### src/ksbm_pkg.sv
// Shared payload types for the k-sorted block merge sorter.
package ksbm_pkg;

    localparam int unsigned VALUE_W  = 32;
    localparam int unsigned WINDOW_W = 6;
    localparam logic [WINDOW_W-1:0] WINDOW_RESET = 6'd32;
    localparam int unsigned QUEUE_DEPTH = 4;

    typedef struct packed {
        logic signed [VALUE_W-1:0] sample_value;
        logic                      end_of_stream;
    } in_item_t;

    typedef struct packed {
        logic signed [VALUE_W-1:0] sorted_value;
        logic                      final_value;
    } out_item_t;

endpackage

### src/ksbm_front.sv
// Front end: configuration register, window clamp and input item queue.
module ksbm_front #(
    parameter int unsigned MAX_WINDOW = 32,
    parameter int unsigned CW = $clog2(MAX_WINDOW + 1)
) (
    input  logic                clk,
    input  logic                rst_n,
    input  logic                psel,
    input  logic                penable,
    input  logic                pwrite,
    input  logic [2:0]          paddr,
    input  logic [31:0]         pwdata,
    output logic [31:0]         prdata,
    input  logic                push,
    input  ksbm_pkg::in_item_t  push_item,
    output logic                full,
    output logic                q_valid,
    output ksbm_pkg::in_item_t  q_item,
    input  logic                q_take,
    output logic [CW-1:0]       k_value
);

    localparam int unsigned QD = ksbm_pkg::QUEUE_DEPTH;
    localparam int unsigned PW = $clog2(QD);

    logic [ksbm_pkg::WINDOW_W-1:0] window_reg;
    ksbm_pkg::in_item_t            q_mem [QD];
    logic [PW-1:0]                 wr_ptr_reg;
    logic [PW-1:0]                 rd_ptr_reg;
    logic [PW:0]                   cnt_reg;
    logic                          do_push;
    logic                          do_pop;

    always_ff @(posedge clk or negedge rst_n)
    begin
        if (!rst_n)
        begin
            window_reg <= ksbm_pkg::WINDOW_RESET;
        end
        else if (psel && penable && pwrite && (paddr == 3'd0))
        begin
            window_reg <= pwdata[ksbm_pkg::WINDOW_W-1:0];
        end
    end

    assign prdata = (paddr == 3'd0) ? {26'd0, window_reg} : 32'd0;

    // clamp the window to 1..MAX_WINDOW
    always_comb
    begin
        if (window_reg == '0)
        begin
            k_value = CW'(1);
        end
        else if (32'(window_reg) > MAX_WINDOW)
        begin
            k_value = CW'(MAX_WINDOW);
        end
        else
        begin
            k_value = CW'(window_reg);
        end
    end

    assign full    = (cnt_reg == (PW+1)'(QD));
    assign q_valid = (cnt_reg != '0);
    assign q_item  = q_mem[rd_ptr_reg];
    assign do_push = push && !full;
    assign do_pop  = q_take && q_valid;

    always_ff @(posedge clk)
    begin
        if (do_push)
        begin
            q_mem[wr_ptr_reg] <= push_item;
        end
    end

    always_ff @(posedge clk or negedge rst_n)
    begin
        if (!rst_n)
        begin
            wr_ptr_reg <= '0;
            rd_ptr_reg <= '0;
            cnt_reg    <= '0;
        end
        else
        begin
            if (do_push)
            begin
                wr_ptr_reg <= wr_ptr_reg + PW'(1);
            end
            if (do_pop)
            begin
                rd_ptr_reg <= rd_ptr_reg + PW'(1);
            end
            if (do_push && !do_pop)
            begin
                cnt_reg <= cnt_reg + (PW+1)'(1);
            end
            else if (do_pop && !do_push)
            begin
                cnt_reg <= cnt_reg - (PW+1)'(1);
            end
        end
    end

endmodule

### config.mk
export PLATFORM = sky130hd
export DESIGN_NAME = ksbm_front
export DESIGN_NICKNAME = d
export VERILOG_FILES = /design/src/ksbm_pkg.sv /design/src/ksbm_front.sv
export SDC_FILE = /design/constraint.sdc
export NUM_CORES = 1
export LEC_CHECK = 0
export BUFFER_PORTS_ARGS = -buffer_cell sky130_fd_sc_hd__buf_2
export CAP_MARGIN = 20
export CORE_MARGIN = 1.5
export CORE_UTILIZATION = 47
export DETAILED_ROUTE_END_ITERATION = 10
export PLACE_DENSITY_LB_ADDON = 0.05
export SYNTH_ARGS = -nofsm -noshare
export SYNTH_HDL_FRONTEND = slang
export SYNTH_SLANG_ARGS = --single-unit
### constraint.sdc
create_clock -name clk -period 2.1 [get_ports clk]
set_input_delay 0.42 -clock clk [delete_from_list [all_inputs] [get_ports clk]]
set_output_delay 0.42 -clock clk [all_outputs]
set_load 0.03 [all_outputs]
=== Yosys cells after proc, flatten, opt, wreduce, memory -nomap -nowiden ===
Memories as Yosys holds them, arrays and structs flattened.
Index checks and enable logic that the tools add are counted.

* Memories: 1
* Logic and storage cells: 32
* Memory bits (writable): 132
* Flip-flop bits (word level): 13
* Output and inout bits: 73
* Memory bits (read-only): 0
* Bits in latches: 0

{| class="wikitable"
|+ Memories
! name !! depth !! width !! read ports !! clocked after Yosys merged registers in !! write ports !! RTL line !! RTL
|-
| q_mem || 4 || 33 || 1 || 0 || 1 || ksbm_front.sv:27 || <nowiki>ksbm_pkg::in_item_t q_mem [QD];</nowiki>
|}

* Bitwise gates (word level): 0
* Multipliers: 0
* Magnitude comparators: 1
* Eq/ne operators: 1
* Shifts and indexed selects: 0
* Multiplexer cells: 7
* Reductions and logical operators: 14
* $add $sub $neg: 4
* Divide/modulo/power cells: 0

{| class="wikitable"
|+ Operators with widths
! kind !! number
|-
| 6-bit 2-to-1 mux || 3
|-
| 1-bit logical AND || 7
|-
| 6-bit greater-than comparator (second input constant) || 1
|-
| 6-bit logical NOT || 1
|-
| 3-bit 2-to-1 mux || 2
|-
| 2-bit by 1-bit adder with 2-bit output (second input constant) || 2
|-
| 3-bit by 1-bit adder with 3-bit output (second input constant) || 1
|-
| 3-bit == test (second input constant) || 1
|-
| 1-bit logical NOT || 3
|-
| 3-bit logical NOT || 1
|-
| 3-bit nonzero test || 1
|-
| 3-bit by 1-bit subtractor with 3-bit output (second input constant) || 1
|-
| 1-bit 2-to-1 mux || 2
|-
| 2-bit nonzero test || 1
|}

=== Longest topological paths before layout ===
Gate-level depths: netlist of run 1.

* Depth in word-level cells: 7
* Gate-level depth with buffers: 9

=== Worst setup path after synthesis of run 1 ===
Ideal clock, no wire load.

* Path type: reg-to-reg
* Start point: register cnt_reg[1]
* End point: register cnt_reg[1]
* Data arrival time: 2.070 ns
* Stages on the path, launching flop included: 8
* Setup slack: -0.094 ns
* Setup time: 0.125 ns
* Cells stage by stage: dfrtp_1 -> nor3b_2 -> nor2b_1 -> buf_2 -> ha_1 -> inv_1 -> fa_1 -> mux2_2

* Cells in the longest elaborated chain, start to end: 6
* Elaborated cells between the ends (all ways): 14
* Those cells by class: add/sub (2); eq/ne (1); mux (2); reduce/logical (9)

{| class="wikitable"
|+ Ends and longest elaborated chain
! item !! RTL line !! RTL
|-
| start, declared || ksbm_front.sv:30 || <nowiki>logic [PW:0] cnt_reg;</nowiki>
|-
| start signal, assigned || ksbm_front.sv:99 || <nowiki>cnt_reg <= cnt_reg + (PW+1)'(1);</nowiki>
|-
| start signal, assigned || ksbm_front.sv:103 || <nowiki>cnt_reg <= cnt_reg - (PW+1)'(1);</nowiki>
|-
| 3-bit == test (*) || ksbm_front.sv:65 || <nowiki>assign full = (cnt_reg == (PW+1)'(QD));</nowiki>
|-
| net full || ksbm_front.sv:16 || <nowiki>output logic full,</nowiki>
|-
| 1-bit logical NOT (*) || ksbm_front.sv:68 || <nowiki>assign do_push = push && !full;</nowiki>
|-
| 1-bit logical AND (*) || ksbm_front.sv:68 ||
|-
| net do_push || ksbm_front.sv:31 || <nowiki>logic do_push;</nowiki>
|-
| 1-bit logical NOT || ksbm_front.sv:101 || <nowiki>else if (do_pop && !do_push)</nowiki>
|-
| 1-bit logical AND || ksbm_front.sv:101 ||
|-
| 2-bit nonzero test (no line) || n/a ||
|}

The timed path passes the listed nets; every way through them passes the cells marked *. The select of a mux whose other input is x is not followed.
A chain may end at the register's enable or synchronous reset.

==> flow_metrics.env, run 1 <==
export IMPL_row_count=40
export IMPL_portBuffers=95
export IMPL_min_from="push_item[0]"
export IMPL_drt_total_wl_um=10200
export IMPL_wl_per_cell_um=18.4
export IMPL_synth_cell_type_count=26
export IMPL_required_ns=1.68
export IMPL_grt_busiest_layer="met2"
export IMPL_ys_seq_elements=145
export IMPL_final_util=0.618
export IMPL_antenna_left=0
export IMPL_worstSetupEndpointType="output port"
export IMPL_clock_path_buffers=2
export IMPL_cap_violations=0
export IMPL_arrival_ns=1.80
export IMPL_first_pass_iters=4
export IMPL_hpwl_um=6100
export IMPL_power_density_nw_per_um2=1580
export IMPL_violations="setup timing"
export IMPL_syn_inst=264
export IMPL_power_mw=11.7
export IMPL_netlist_top_cell_by_area="edfxtp_1"
export IMPL_synthTopCellsByCount="edfxtp_1 (132), mux4_2 (33), buf_4 (27), dfrtp_1 (12), and2_1 (10)"
export IMPL_grt_pass1_vias=2956
export IMPL_num_io_pins=148
export IMPL_place_ws_ns=0.130
export IMPL_synth_most_common_cell="edfxtp_1"
export IMPL_clk_latency_ns=0.41
export IMPL_synth_top_area_frac=0.692
export IMPL_synth_area_um2=5730
export IMPL_grt_pass1_wl_um=15800
export IMPL_crit_type="flip-flop to output port"
export IMPL_grt_start_max_net_pins=22
export IMPL_whs_path_depth=1
export IMPL_clkSinkCount=145
export IMPL_tns_ns=-2.72
export IMPL_met2_usage=0.282
export IMPL_die_y_um=113
export IMPL_clk_pin_slew_worst_paths_ns=0.06
export IMPL_ir_drop_mv=0.679
export IMPL_hold_viol=0
export IMPL_core_area_um2=12000
export IMPL_startpoint_type="flip-flop"
export IMPL_period_share=1.06
export IMPL_rr_worst_depth=8
export IMPL_synth_main_ff_cell="edfxtp_1"
export IMPL_initial_utilization=0.479
export IMPL_syn_area_per_cell_um2=21.7
export IMPL_drive_gt1_frac=0.505
export IMPL_grt_setup_unrepaired="yes"
export IMPL_antenna_found_initial=0
export IMPL_drc_errors=0
export IMPL_placedCellCount=512
export IMPL_finalNetCount=474
export IMPL_fmax_ghz=0.451
export IMPL_routed_via_density=5.00
export IMPL_antenna_cells=0
export IMPL_cts_made_buffers=17
export IMPL_p_leak_nw=2.79
export IMPL_skew_ns=0.00618
export IMPL_crit_fanout=7
export IMPL_worstReg2RegStart="cnt_reg[1]"
export IMPL_synth_edf_count=132
export IMPL_htreeDepth=4
export IMPL_die_w_um=113
export IMPL_min_to="q_mem[0][0]"
export IMPL_num_vias=2763
export IMPL_setup_viol=33
export IMPL_r2r_end="cnt_reg[2]"
export IMPL_gp_congestion=0.723
export IMPL_status="complete, but fails checks"
export IMPL_cts_root_buf="clkbuf_16"
export IMPL_synth_async_reset_ratio=0.0897
export IMPL_tritoncts="done"
export IMPL_grt_use_total=0.171
export IMPL_yosysWarnings=0
export IMPL_syn_to_final_growth_pct=29.0
export IMPL_r2r_slack_ns=0.15
export IMPL_final_setup_worst_slack_ns=-0.119
export IMPL_synthTopCellsByArea="edfxtp_1 (69%), mux4_2 (13%), dfrtp_1 (5.2%)"
export IMPL_use_met3=0.0531
export IMPL_largest_reg_flops=132
export IMPL_final_cells=553
export IMPL_slew_violations=0
export IMPL_grt_util_met1=0.213
export IMPL_hold_class="primary input to flip-flop"
export IMPL_grt_overflow_total=0
export IMPL_dieArea_um2=12900
export IMPL_fin_crit_ns=2.22
export IMPL_initialDrtViolationCount=155
export IMPL_yosysSeqAreaShare=0.749
-- layer usage --
metal	up-vias	wire [um]
met5	-	0
met4	0	161
met3	13	528
met2	81	5240
met1	1410	4240
li1	1259	-
-- cell families (layout without fill, tap and decap cells) --
logic type	count (synthesis)	after routing	share of synthesized area
buffers and inverters	40	157	0.0500
other	1	26	0.000655
and+or+nand+nor	25	25	0.0275
DFF	145	145	0.749
muxes	41	41	0.149
xor gates and xnor gates	6	6	0.00917
adders and majority gates	6	6	0.0144
-- worst max-delay path, cell delays in order (launching register included) --
cell	delay (ns)
dfrtp_2	0.43
buf_4	0.15
buf_12	0.13
mux4_2	0.52
buf_6	0.16
-- final cells by class --
class                           instances  area [um2]
Clock buffer                           18         429
Fill cell                             901        4570
Clock inverter                         14         186
Timing Repair Buffer                  122        1020
Inverter                                3        11.3
Sequential cell                       145        4290
Tap cell                              147         184
Multi-Input combinational cell        104        1270
-- power by group --
part	switching, mW	leakage, nW	internal [mW]
Clock	1.12	0.303	1.98
Combinational	2.42	1.12	2.18
Sequential	0.179	1.36	3.82
-- layout by cell type, fill, tap and decap left out, types with 6 or more instances in the layout --
cell type  count
conb_1        26
buf_2         62
buf_4         19
mux2_4         6
clkbuf_16     17
buf_12         8
mux4_2        33
dfrtp_1       10
edfxtp_1     132
and2_1         6
buf_6         30
-- timing repair --
item,CTS,global route
setup buffers,5,1
setup endpoints to repair,33,34
hold endpoints to repair,12,0
hold buffers,1,0
gates resized for setup,61,13
cloned,4,0
pin swaps,0,2
-- worst max-delay path by stage --
stage             startpoint         end  slack (ns)  cells after the start
2_1_floorplan     cnt_reg[1]  cnt_reg[1]       0.006                      7
3_3_place_gp      cnt_reg[1]  cnt_reg[2]        0.15                      8
3_5_place_dp      cnt_reg[1]  cnt_reg[2]        0.13                      8
4_1_cts        rd_ptr_reg[0]  q_item[26]       -0.14                      4
5_1_grt        rd_ptr_reg[0]  q_item[29]       -0.18                      4
6_report       rd_ptr_reg[0]  q_item[29]       -0.12                      4
-- metrics by stage --
stage / hold WS (ns) / instance area [um2]
floorplan: 0.124 / 5830
global placement: 0.333 / 6440
detailed placement: 0.336 / 6440
CTS: 0.203 / 7390
global route: 0.216 / 7390
finish: 0.225 / 7390
Power figures use the tool's default switching activity.
==> run 2, diff against run 1 <==
BUFFER_PORTS_ARGS = unset   (was -buffer_cell sky130_fd_sc_hd__buf_2)
CORE_UTILIZATION = 60   (was 47)
DONT_BUFFER_PORTS = 1   (was unset)
SLEW_MARGIN = 40   (was unset)
clock period = 2.6 ns   (was 2.1 ns; I/O delays follow)
==> run 2 against run 1 <==
Net effect: the flow now finishes without violations; register-to-register slack better by 0.35 ns; non-clock buffer count down 109; clock skew grew 0.0019 ns; combinational power down 47%; hold slack worse by 0.12 ns; critical path depth shrank 2; clock-buffer cell count decreased by 1; first-iteration DRC count fell by 7.1%; sequential power decreased by 17%; setup slack gained 0.24 ns; flip-flop and latch count unchanged; sequential share of layout area increased by 9.1 points; critical path type unchanged.
==> flow_metrics.env, run 2 (same netlist as run 1, synthesis figures left out) <==
export IMPL_routed_via_density=5.55
export IMPL_path_cells="buf_4 > mux4_2"
export IMPL_die_y_um=101
export IMPL_clock_path_buffers=2
export IMPL_setup_viol=0
export IMPL_tritoncts="done"
export IMPL_crit_type="flip-flop to output port"
export IMPL_post_cts_resize_count=0
export IMPL_clk_pin_slew_worst_paths_ns=0.07
export IMPL_grt_use_total=0.186
export IMPL_slew_violations=0
export IMPL_ir_drop_mv=0.651
export IMPL_initialDrtViolationCount=144
export IMPL_wl_per_cell_um=20.6
export IMPL_p_leak_nw=2.18
export IMPL_cts_made_buffers=17
export IMPL_first_pass_iters=4
export IMPL_antenna_cells=0
export IMPL_antenna_found_initial=0
export IMPL_mostFrequentLayoutCells="edfxtp_1 (132), mux4_2 (33), conb_1 (26)"
export IMPL_slowest_stage="dfrtp_2"
export IMPL_crit_fanout=20
export IMPL_clkSinkCount=145
export IMPL_skew_ns=0.00806
export IMPL_grt_overflow_total=0
export IMPL_grt_pass1_wl_um=13400
export IMPL_grt_setup_unrepaired="no"
export IMPL_hpwl_um=5400
export IMPL_clk_latency_ns=0.51
export IMPL_max_slew_margin_rel=0.605
export IMPL_num_vias=2363
export IMPL_cts_setup_buffers=0
export IMPL_cts_root_buf="clkbuf_8"
export IMPL_drt_total_wl_um=8780
export IMPL_arrival_ns=1.95
export IMPL_gp_congestion=0.689
export IMPL_tightest_slew_ns=0.591
export IMPL_cap_violations=0
export IMPL_power_density_nw_per_um2=1240
export IMPL_syn_to_final_growth_pct=11.6
export IMPL_hold_class="primary input to flip-flop"
export IMPL_antenna_left=0
export IMPL_grt_start_max_net_pins=26
export IMPL_initial_utilization=0.620
export IMPL_num_io_pins=148
export IMPL_fin_crit_ns=2.47
export IMPL_startpoint_type="flip-flop"
export IMPL_period_share=0.952
export IMPL_dieArea_um2=10100
export IMPL_final_common_cell="edfxtp_1"
export IMPL_grt_pass1_vias=2469
export IMPL_required_ns=2.08
export IMPL_row_count=35
export IMPL_worstSetupEndpointType="output port"
export IMPL_r2r_slack_ns=0.50
export IMPL_fmax_ghz=0.404
export IMPL_hold_buffers=1
export IMPL_drc_errors=0
export IMPL_status="finished clean"
export IMPL_core_area_um2=9240
export IMPL_largest_reg_flops=132
export IMPL_place_ws_ns=0.511
export IMPL_drive_gt1_frac=0.313
export IMPL_power_mw=7.90
export IMPL_final_setup_worst_slack_ns=0.126
export IMPL_finalNetCount=365
export IMPL_tns_ns=0
export IMPL_die_w_um=101
export IMPL_hold_viol=0
export IMPL_htreeDepth=4
export IMPL_cpPeakStageDelay_ns=0.71
export IMPL_portBuffers=0
==> run 2: cell count changes in the layout (fill, tap and decap cells not counted), sizes merged <==
cell,previous run,this run
clkbuf,18,17
bufinv,4,0
buf,121,12
inv,5,8
clkinv,8,7
clkinvlp,0,3
==> run 2: worst paths after layout <==
path	from	to	cells past startpoint
min in group asynchronous	rst_n	wr_ptr_reg[1]	1
min	push_item[20]	q_mem[0][20]	0
max	rd_ptr_reg[1]	q_item[13]	2
min reg2reg	cnt_reg[2]	cnt_reg[2]	1
max in group asynchronous	rst_n	rd_ptr_reg[0]	1
max reg2reg	cnt_reg[0]	cnt_reg[2]	8
==> run 2: layout make-up <==
| cell class | count | area [um2] |
|---|---|---|
| multi-input cells | 104 | 1250 |
| clock buffers | 17 | 414 |
| fillers | 583 | 2850 |
| well taps | 129 | 161 |
| inverters | 3 | 11.3 |
| flip-flops and latches | 145 | 4290 |
| repair buffers | 13 | 138 |
| clock inverters | 15 | 126 |
==> run 2: worst max-delay path, delay by kind of cell (launching register included) <==
kind                   cells  cell delay [ns]
multiplexers               1             0.44
buffers and inverters      1             0.30
flip-flops                 1             0.71
==> run 2: metal layers <==
metal | vias up | share of wire | GRT usage
li1 | 1038 | - | -
met1 | 1227 | 0.39 | 0.228
met2 | 92 | 0.52 | 0.303
met3 | 6 | 0.079 | 0.0735
met4 | 0 | 0.0091 | 0.0650
met5 | - | 0 | 0
==> run 2: power by group <==
group,leakage (nW),switching [mW],internal [mW]
sequential,1.36,0.219,3.09
combinational,0.560,1.59,0.841
clock,0.258,0.969,1.20
total,2.18,2.78,5.12
==> run 2: per-stage QoR <==
step                hold slack [ns]   util  cell area, um2  cells
finish                        0.105  0.692            6390    426
floorplan                     0.224      -            5820    289
detailed placement            0.225  0.632            5840    393
global route                 0.0673  0.692            6390    426
CTS                          0.0791  0.692            6390    426
global placement              0.225  0.632            5840    393
==> run 3, diff against run 2 <==
CORE_UTILIZATION = 44   (was 60)
==> run 3 against run 2 <==
Net effect: power is 2.5% higher; wire length grew 6.0%; sequential power decreased by 2%; register-to-register slack improved by 0.05 ns; critical endpoint is now q_item[1]; sequential share of layout area fell by 0.89 points; critical path depth unchanged; die area is 35% higher; utilization decreased by 18 points; clock power is 7% higher; non-clock buffer count increased by 1; critical path type unchanged; clock skew grew 0.0011 ns.
==> flow_metrics.env, run 3 (same netlist as run 1, synthesis figures left out) <==
export IMPL_holdWs_ns=0.203
export IMPL_antenna_left=0
export IMPL_antenna_cells=0
export IMPL_grt_use_total=0.146
export IMPL_fin_crit_ns=2.33
export IMPL_worstReg2RegStart="cnt_reg[1]"
export IMPL_drt_total_wl_um=9310
export IMPL_drc_errors=0
export IMPL_period_share=0.897
export IMPL_largest_reg_flops=132
export IMPL_r2r_slack_ns=0.55
export IMPL_whs_path_depth=0
export IMPL_cts_root_buf="clkbuf_16"
export IMPL_clk_pin_slew_worst_paths_ns=0.05
export IMPL_clock_path_buffers=2
export IMPL_grt_setup_unrepaired="no"
export IMPL_hpwl_um=5620
export IMPL_htreeDepth=4
export IMPL_die_w_um=117
export IMPL_netSwitchingFraction=0.328
export IMPL_num_io_pins=148
export IMPL_tritoncts="done"
export IMPL_core_area_um2=12700
export IMPL_p_leak_nw=2.21
export IMPL_setup_viol=0
export IMPL_tns_ns=0
export IMPL_grt_pass1_vias=2390
export IMPL_hold_class="primary input to flip-flop"
export IMPL_gp_congestion=0.627
export IMPL_power_density_nw_per_um2=1250
export IMPL_row_count=41
export IMPL_hold_viol=0
export IMPL_slew_violations=0
export IMPL_dieArea_um2=13700
export IMPL_finalNetCount=366
export IMPL_startpoint_type="flip-flop"
export IMPL_p_sw_mw=2.66
export IMPL_worstSetupEndpointType="output port"
export IMPL_final_common_cell="edfxtp_1"
export IMPL_min_from="push_item[25]"
export IMPL_clk_latency_ns=0.41
export IMPL_combPwrFrac=0.311
export IMPL_mostFrequentLayoutCells="edfxtp_1 (132), mux4_2 (33), conb_1 (26)"
export IMPL_portBuffers=0
export IMPL_rr_worst_depth=8
export IMPL_fmax_ghz=0.429
export IMPL_cts_made_buffers=17
export IMPL_grt_pass1_wl_um=13700
export IMPL_required_ns=2.08
export IMPL_clkSinkCount=145
export IMPL_fillers=1029
export IMPL_die_y_um=117
export IMPL_crit_start="rd_ptr_reg[0]"
export IMPL_ir_drop_mv=0.630
export IMPL_antenna_found_initial=0
export IMPL_grt_overflow_total=0
export IMPL_post_cts_resize_count=0
export IMPL_power_mw=8.10
export IMPL_crit_fanout=33
export IMPL_arrival_ns=1.81
export IMPL_power_frac_clock=0.287
export IMPL_tightest_slew_ns=0.595
export IMPL_skew_ns=0.00918
export IMPL_status="finished clean"
export IMPL_first_pass_iters=4
export IMPL_initialDrtViolationCount=173
export IMPL_drive_gt1_frac=0.299
export IMPL_multiInputGateArea_um2=1250
export IMPL_routed_via_density=4.99
export IMPL_syn_to_final_growth_pct=13.1
export IMPL_register_area_um2=4290
export IMPL_max_slew_margin_rel=0.602
export IMPL_intPower_mw=5.44
export IMPL_num_vias=2345
export IMPL_cap_violations=0
export IMPL_initial_utilization=0.452
export IMPL_grt_start_max_net_pins=34
export IMPL_crit_type="flip-flop to output port"
export IMPL_power_frac_seq=0.402
export IMPL_wl_per_cell_um=19.8
[run 3: changes by cell type in the layout (fill, tap and decap cells not counted), sizes merged]
cell	delta
clkbuf	+9
clkinvlp	-3
buf	+1
inv	-5
bufinv	+2
clkinv	-3
[run 3: worst max-delay path: stages, from the launching register on]
cell and delay [ns]:
dfrtp_2 0.40, buf_12 0.29, mux4_2 0.69
[run 3: worst paths after layout]
check / endpoint
hold reg to reg: cnt_reg[2]
setup reg to reg: cnt_reg[2]
max in group asynchronous: rd_ptr_reg[1]
hold / removal: q_mem[1][25]
min in group asynchronous: cnt_reg[1]
setup / recovery: q_item[1]
[run 3: layout make-up]
cell class                      count  area share
Multi-Input combinational cell    104       0.193
Sequential cell                   145       0.662
Clock buffer                       26      0.0770
Clock inverter                      6      0.0122
Inverter                            3     0.00174
Tap cell                          172      0.0332
Timing Repair Buffer               14      0.0205
[run 3: power groups by stage]
stage,clock [mW],combinational (mW),sequential (mW)
3_5_place_dp,0,2.59,3.31
4_1_cts,2.39,2.59,3.26
5_1_grt,2.49,2.69,3.30
6_report,2.33,2.52,3.26
3_3_place_gp,0,2.58,3.29
2_1_floorplan,0,2.18,3.24
[run 3: routing by layer]
layer	vias to the layer above	wire length, um	GRT usage
li1	1034	-	-
met1	1198	3810	0.177
met4	0	169	0.0867
met2	100	4570	0.228
met3	13	761	0.0530
met5	-	0	0
[run 3: timing repair]
action / in CTS / in global routing
buffers inserted: 0 / 0
hold endpoints to repair: 13 / 0
hold buffers: 1 / 0
endpoints found under the setup margin: 0 / 0
[run 3: through the flow]
stage	instance area, um2	std cells	setup WS, ns	util
floorplan	5820	289	0.406	-
global placement	5890	437	0.548	0.465
detailed placement	5890	437	0.511	0.465
CTS	6480	470	0.230	0.512
global route	6480	470	0.195	0.512
finish	6480	470	0.267	0.512
